### src/rtl/core/r2fft_pkg.sv
// ----------------------------------------------------------------------------
// r2fft_pkg
// shared types, codes and the twiddle table generator for the radix-2 fft
// ----------------------------------------------------------------------------
package r2fft_pkg;

	localparam int LOG2_MAX_POINTS_DEF = 10;
	localparam int CFG_DATA_W = 4;
	localparam int CFG_IDX_W = 1;
	localparam int IDX_W = 10;
	localparam int SMP_W = 16;
	localparam int COEF_W = 17;
	localparam int ACC_W = 34;

	typedef enum logic [1:0] {
		OP_WRITE = 2'd0,
		OP_READ  = 2'd1,
		OP_RUN   = 2'd2,
		OP_NONE  = 2'd3
	} op_t;

	typedef enum logic [CFG_IDX_W-1:0] {
		REG_INVERSE = 1'd0,
		REG_LOG2    = 1'd1
	} reg_idx_t;

	// control of the shared multiply-accumulate unit
	typedef struct packed {
		logic en;
		logic clear;
		logic sub;
	} mac_ctl_t;

	localparam longint unsigned PiQ30 = 64'd3373259426;
	localparam longint unsigned OneQ30 = 64'd1 << 30;

	// restoring long division, only evaluated while building the table
	function automatic longint unsigned udiv64(input longint unsigned num,
		input longint unsigned den);
		longint unsigned q, r;
		q = 0;
		r = 0;
		for (int b = 63; b >= 0; b--) begin
			r = {r[62:0], num[b]};
			if (r >= den) begin
				r = r - den;
				q[b] = 1'b1;
			end
		end
		return q;
	endfunction

	// one twiddle word: cos in bits 15..0, sin in bits 31..16, bit-reversed order
	function automatic logic [31:0] twiddle_word(input int unsigned j, input int unsigned lg);
		longint unsigned quarter, half, r, a, x, x2, tc, ts, m;
		longint sc, ss;
		bit flip;
		logic [15:0] cw, sw;
		quarter = (64'd1 << lg) >> 2;
		half = (64'd1 << lg) >> 1;
		r = 0;
		flip = 1'b0;
		for (int b = 0; b + 1 < lg; b++)
			r |= ((longint'(j) >> b) & 64'd1) << (lg - 2 - b);
		a = r;
		if (a > quarter) begin
			a = half - a;
			flip = 1'b1;
		end
		x = (a * PiQ30 * 64'd2) >> lg;
		x2 = (x * x + (64'd1 << 29)) >> 30;
		tc = OneQ30;
		ts = x;
		sc = longint'(OneQ30);
		ss = longint'(x);
		for (longint unsigned k = 1; k < 20; k++) begin
			tc = udiv64((tc * x2) >> 30, (64'd2 * k - 64'd1) * (64'd2 * k));
			ts = udiv64((ts * x2) >> 30, (64'd2 * k) * (64'd2 * k + 64'd1));
			if (k[0]) begin
				sc -= longint'(tc);
				ss -= longint'(ts);
			end else begin
				sc += longint'(tc);
				ss += longint'(ts);
			end
		end
		if (sc < 0) sc = 0;
		if (sc > longint'(OneQ30)) sc = longint'(OneQ30);
		if (ss < 0) ss = 0;
		if (ss > longint'(OneQ30)) ss = longint'(OneQ30);
		m = (longint'(sc) * 64'd32767 + (64'd1 << 29)) >> 30;
		if (flip) m = 64'h10000 - m;
		cw = m[15:0];
		m = (longint'(ss) * 64'd32767 + (64'd1 << 29)) >> 30;
		sw = m[15:0];
		return {sw, cw};
	endfunction

endpackage

### src/rtl/core/r2fft_mac.sv
// ----------------------------------------------------------------------------
// r2fft_mac
// shared multiply-accumulate unit used for all four butterfly products
// ----------------------------------------------------------------------------
module r2fft_mac (
	input  logic                                   clk,
	input  r2fft_pkg::mac_ctl_t                    ctl,
	input  logic signed [r2fft_pkg::COEF_W-1:0]    coef,
	input  logic signed [r2fft_pkg::SMP_W-1:0]     data,
	output logic signed [r2fft_pkg::ACC_W-1:0]     acc
);
	import r2fft_pkg::*;

	logic signed [COEF_W+SMP_W-1:0] prod;
	logic signed [ACC_W-1:0] prod_x, base, acc_q;

	always_comb begin
		prod = coef * data;
		prod_x = ACC_W'(prod);
		base = ctl.clear ? '0 : acc_q;
	end

	always_ff @(posedge clk) begin
		if (ctl.en)
			acc_q <= ctl.sub ? base - prod_x : base + prod_x;
	end

	assign acc = acc_q;
endmodule

### config.mk
export PLATFORM = sky130hd
export DESIGN_NAME = r2fft_mac
export DESIGN_NICKNAME = d
export VERILOG_FILES = /design/src/rtl/core/r2fft_pkg.sv /design/src/rtl/core/r2fft_mac.sv
export SDC_FILE = /design/constraint.sdc
export NUM_CORES = 1
export LEC_CHECK = 0
export BUFFER_PORTS_ARGS = -buffer_cell sky130_fd_sc_hd__buf_2
export CORE_MARGIN = 2
export CORE_UTILIZATION = 50
export CTS_BUF_LIST = sky130_fd_sc_hd__clkbuf_8
export DETAILED_ROUTE_END_ITERATION = 16
export HOLD_SLACK_MARGIN = 0.12
export PLACE_DENSITY_LB_ADDON = 0.3
export SKIP_CTS_REPAIR_TIMING = 1
export SYNTH_ARGS = -nofsm -noshare
export SYNTH_HDL_FRONTEND = slang
export SYNTH_SLANG_ARGS = --single-unit
### constraint.sdc
create_clock -name clk -period 19.9 [get_ports clk]
set_clock_uncertainty 0.1 [all_clocks]
set_input_delay 5.97 -clock clk [delete_from_list [all_inputs] [get_ports clk]]
set_output_delay 5.97 -clock clk [all_outputs]
set_load 0.01 [all_outputs]
======== After elaboration in Yosys (flattened, before gate mapping) ========
Index checks and enable logic that the tools add are counted.
word-level totals
  register bits ........................... 34
  word-level logic and storage cells ...... 6
cells by class
  multiply operators ...................... 1
  mux-type cells .......................... 2
  $add $sub $neg .......................... 2
operator list
  cell                          number
  2-to-1 mux 34 bit             2
  adder 34 x 33 -> 34 bit       1
  subtractor 34 x 33 -> 34 bit  1
  multiplier 17 x 16 -> 33 bit  1

======== Longest topological paths before layout ========
  depth after elaboration ................. 3
  mapped depth ............................ 35
  depth with buffers taken out ............ 32

======== Worst setup path before layout ========
Ideal clock, no wire load.
  path kind ............................... in2reg
  start point ............................. in data[8] (netlist name)
  end point ............................... reg acc_q[32] (netlist: acc[32]), data pin
  buffers on the path ..................... 2
  stages .................................. 34
  data arrival time ....................... 13,796 ps
  setup slack ............................. 5,746 ps
  library setup time ...................... 258 ps
  cells stage by stage .................... clkbuf_1 -> clkbuf_1 -> nand2_1 -> fa_1 -> inv_1 -> fa_1 -> inv_1 -> fa_1 -> inv_1 -> fa_1 -> fa_1 -> inv_1 -> fa_1 -> inv_1 -> ha_1 -> nand3_1 -> or3_1 -> and3_1 -> nand2_1 -> xor2_1 -> nor2_1 -> a21oi_1 -> xnor2_1 -> ha_1 -> o21ai_0 -> a21oi_1 -> and3_1 -> a221o_1 -> a22oi_1 -> a311oi_1 -> or3_1 -> a31o_2 -> a21oi_1 -> xnor2_1
on the way
  longest elaborated chain between the ends .. 3
  elaborated cells between the ends (all ways) .. 4
  classes of those cells .................. add/sub: 2; mul: 1; mux: 1
ends and longest elaborated chain
  what                                                                            RTL line         text
  start, declared                                                                 r2fft_mac.sv:9   input logic signed [r2fft_pkg::SMP_W-1:0] data,
  multiplier 17 x 16 -> 33 bit (*)                                                r2fft_mac.sv:18  prod = coef * data;
  adder 34 x 33 -> 34 bit / subtractor 34 x 33 -> 34 bit (equally long branches)  r2fft_mac.sv:25  acc_q <= ctl.sub ? base - prod_x : base + prod_x;
  2-to-1 mux 34 bit (*)                                                           r2fft_mac.sv:25
  end signal, assigned                                                            r2fft_mac.sv:25
  end, declared                                                                   r2fft_mac.sv:15  logic signed [ACC_W-1:0] prod_x, base, acc_q;
Every way passes the cells marked *; elsewhere a longest branch is shown, timed or not.
A chain may end at the register's enable or synchronous reset.

======== Worst setup path in the final report ========
  start point ............................. in coef[6] (netlist name)
  end point ............................... reg acc_q[32] (netlist: acc[32]), data pin
on the way
  longest elaborated chain between the ends .. 3
  elaborated cells between the ends (all ways) .. 4
  classes of those cells .................. add/sub: 2; mul: 1; mux: 1
ends and longest elaborated chain
  what                                                                            RTL line         text
  start, declared                                                                 r2fft_mac.sv:8   input logic signed [r2fft_pkg::COEF_W-1:0] coef,
  multiplier 17 x 16 -> 33 bit (*)                                                r2fft_mac.sv:18
  adder 34 x 33 -> 34 bit / subtractor 34 x 33 -> 34 bit (equally long branches)  r2fft_mac.sv:25
  2-to-1 mux 34 bit (*)                                                           r2fft_mac.sv:25
Marked as above.

==> results by stage <==
Run status:
- The flow ran to the end, and the final reports show no timing, DRC or antenna violations.

Finish:
- The layout cell share with drive strength beyond 1 is 6.10%.
- The count of inserted antenna diode cells is 0.
- For this run, the share of the core covered by cells in the final layout is 53.0%.
- The number of flip-flops under the largest register name is 34.
- Excluding fillers, the count of instances in the completed layout stands at 2,023.
- Compared with the post-synthesis result, the final layout area differs by 5.03%.
- At the end of the flow, the number of nets in the layout was 2,070.

Floorplanning:
- The chip height is 174 um.
- The number of top-level pins is 71.
- After floorplanning, the core was divided into 62 placement rows.
- The die width is 174 um.
- The core region is 28,500 um^2.
- The initial standard-cell utilization of the core is 50.5%.
- The area of the die is 30,100 um^2.

Clock network:
- The clock tree synthesis step divided the H-tree into 2 levels.
- The buffer levels on the longest clock path is 2.
- The number of CTS-inserted buffers is 5.
- TritonCTS built the clock tree.
- The clock-pin slew of the registers on the worst-case setup and hold paths is 0.07 ns.
- CTS saw 34 sinks.
- The insertion delay of the later-clocked pin in the worst-skew pair is 0.30 ns.
- The cell at the root of the clock tree is clkbuf_8.

Timing:
- The number of max-slew violations in the final report is 0.
- The aggregate negative setup slack is 0 ns.
- Setup repair after global routing left no endpoint under its margin.
- Once routing completed, OpenROAD measured the worst setup slack at 5.37 ns.
- The shortest clock period the worst path allows after layout is 14.53 ns.
- Setup violations remaining at the end of the flow were counted as 0.
- For the pin with the worst max-slew slack, the measured transition is 0.797 ns.
- The maximum clock frequency is 0.0688 GHz.
- The final cycle utilization of the critical path is 73.0%.
- The worst slew margin relative to its limit is 46.9%.
- The final hold violation count came to 0.

Worst setup path:
- The required arrival time at the worst endpoint is 19.85 ns.
- For the worst setup path, the data arrival time is 14.48 ns.
- The biggest fanout along the worst timing path is 16.
- The kind of cell with the highest combined delay on the critical path is adder cells.
- The worst setup path is captured at a register.
- The number of buffers and inverters on the critical path is 6.
- The standard cell with the maximum stage delay on the critical path is fa_1.
- The longest individual stage delay on the worst path is 0.53 ns.
- The startpoint class of the critical path is an input pin.
- The category of the critical setup timing path is in -> reg.
- The cell seen most often among critical-path stages is fa_1.

Detailed routing:
- The highest signal layer in the routed design is met4.
- The average wire per standard cell is 16.6 um.
- The number of nets still failing antenna checks after routing is 0.
- The wire length reported by the detailed router is 33.6 mm.
- Summed over all nets, wire length on met3 after detailed routing comes to 2.18 mm.
- For this block, wires on met1 add up to 15.8 mm.
- Detailed routing inserted a total of 10,800 vias.
- The number of search-and-repair iterations in the first detailed-routing pass is 5.
- In the detailed route, the total length drawn on met2 is 15.0 mm.
- The mean number of vias per cell is 5.36.
- The first routing iteration left 584 violations.
- After detailed routing, the number of remaining DRC violations is 0.

Global routing:
- The via count of the first global-routing pass came to 11,600.
- The aggregate global-route resource usage is 24.0%.
- The sum of overflow across all layers after global routing is 0.
- The maximum number of pins on one net before global-route repair is 35.
- The global-route wire length before repair is 58.9 mm.
- The number of antenna violations at the first check in global routing is 0.

Logic synthesis:
- When the netlist entered floorplanning its net count stood at 2,042.
- Synthesis inferred 34 register bits.
- The top flip-flop cell by instance count after synthesis is edfxtp_1.
- The cell with the most instances after synthesis is inv_1.
- The post-synthesis cell type count is 74.
- For this run, the number of Yosys warnings is 0.
- In this run, synthesis inferred 34 flip-flops with an integrated enable.
- In this run the mean area of a mapped cell was 8.93 um^2.
- The cell count after synthesis came out at 1,610.
- The cell area after synthesis is 14,400 um^2.
- After synthesis, the cell types taking the most area are fa_1 (39%), ha_1 (10%), inv_1 (8.6%), edfxtp_1 (7.1%), and2_1 (6.0%).
- The cell type with the highest aggregate area in the netlist is fa_1.
- Of all flip-flops after synthesis, the portion carrying an async set or reset was 0%.
- The synthesized design devotes to its leading area cell type 38.6% of total area.
- Summing the sequential cell areas from Yosys gives 7.10% of the chip area.
- Counting instances in the post-synthesis netlist gives the leading cell types as inv_1 (331), fa_1 (277), nand2_1 (165), and2_1 (137), ha_1 (118).

Placed design:
- After detailed placement, the design holds a cell count of 2,015.
- The quantity of I/O buffers inserted on ports is 70.
- The placed wire-length estimate after detailed placement is 28.2 mm.
- Prior to clock tree synthesis, the placed netlist has a worst setup slack of 5.10 ns.
- The placer congestion estimate is 0.876.

Worst hold path:
- The type of the most critical hold path is reg -> reg.

Flow run:
- The max-cap check violation count is 0.
[layout make-up]
cell class	instances	area, um^2
repair buffers	70	350
flip-flops and latches	34	1020
fillers	2708	13400
clock buffers	5	68.8
well taps	384	480
clock inverters	3	12.5
inverters	331	1240
multi-input cells	1196	11900
[logic make-up (layout without fill, tap and decap cells)]
family	count (synthesis)	in the layout	share of synthesized area, %
and+or+nand+nor	489	489	17.9
adders and majority gates	395	395	48.9
buffers and inverters	380	409	9.96
AOI/OAI and AO/OA	225	225	10.7
xor gates and xnor gates	85	85	5.37
DFF	34	34	7.10
muxes	2	2	0.139
[per-stage QoR]
| stage | cell area, um^2 | hold WS, ns |
|---|---|---|
| 4_1_cts | 15100 | 0.689 |
| 6_report | 15100 | 0.663 |
| 3_5_place_dp | 15000 | 0.658 |
| 3_3_place_gp | 15000 | 0.632 |
| 2_1_floorplan | 14400 | 0.653 |
| 5_1_grt | 15100 | 0.708 |
[layer usage]
layer / global-route usage (%) / vias to the layer above
met5: 0 / -
met4: 5.40 / 0
met2: 37.8 / 329
met3: 3.18 / 48
li1: - / 5127
met1: 35.6 / 5337
[placed cells by master (no fill, tap or decap), types with 9 or more instances in the layout]
cell / instances
a211oi_1: 12
a21o_1: 27
a21oi_1: 67
a31oi_1: 12
and2_1: 137
and3_1: 11
buf_2: 70
edfxtp_1: 34
fa_1: 277
ha_1: 118
inv_1: 332
nand2_1: 165
nand2b_1: 12
nand3_1: 17
nand4_1: 9
nor2_1: 42
nor2b_1: 43
nor3_1: 18
o21a_1: 11
o21ai_0: 31
xnor2_1: 55
xor2_1: 28
[worst min-delay path: cells and delay by family (launching register included)]
kind	cells	cell delay (ns)
flip-flops	1	0.36
AND/OR/NAND/NOR	1	0.15
XOR/XNOR	1	0.14
[final timing paths]
path | slack [ns] | to | cells past startpoint | start
max reg2reg | 15.86 | acc[32]$_DFFE_PP_ | 14 | acc[0]$_DFFE_PP_
max | 5.37 | acc[32]$_DFFE_PP_ | 32 | coef[6]
min reg2reg | 0.66 | acc[33]$_DFFE_PP_ | 2 | acc[33]$_DFFE_PP_
min | 0.66 | acc[33]$_DFFE_PP_ | 2 | acc[33]$_DFFE_PP_
Power is not shown: default switching activity piles up to over one toggle a cycle in this logic, so the estimate is an artifact.
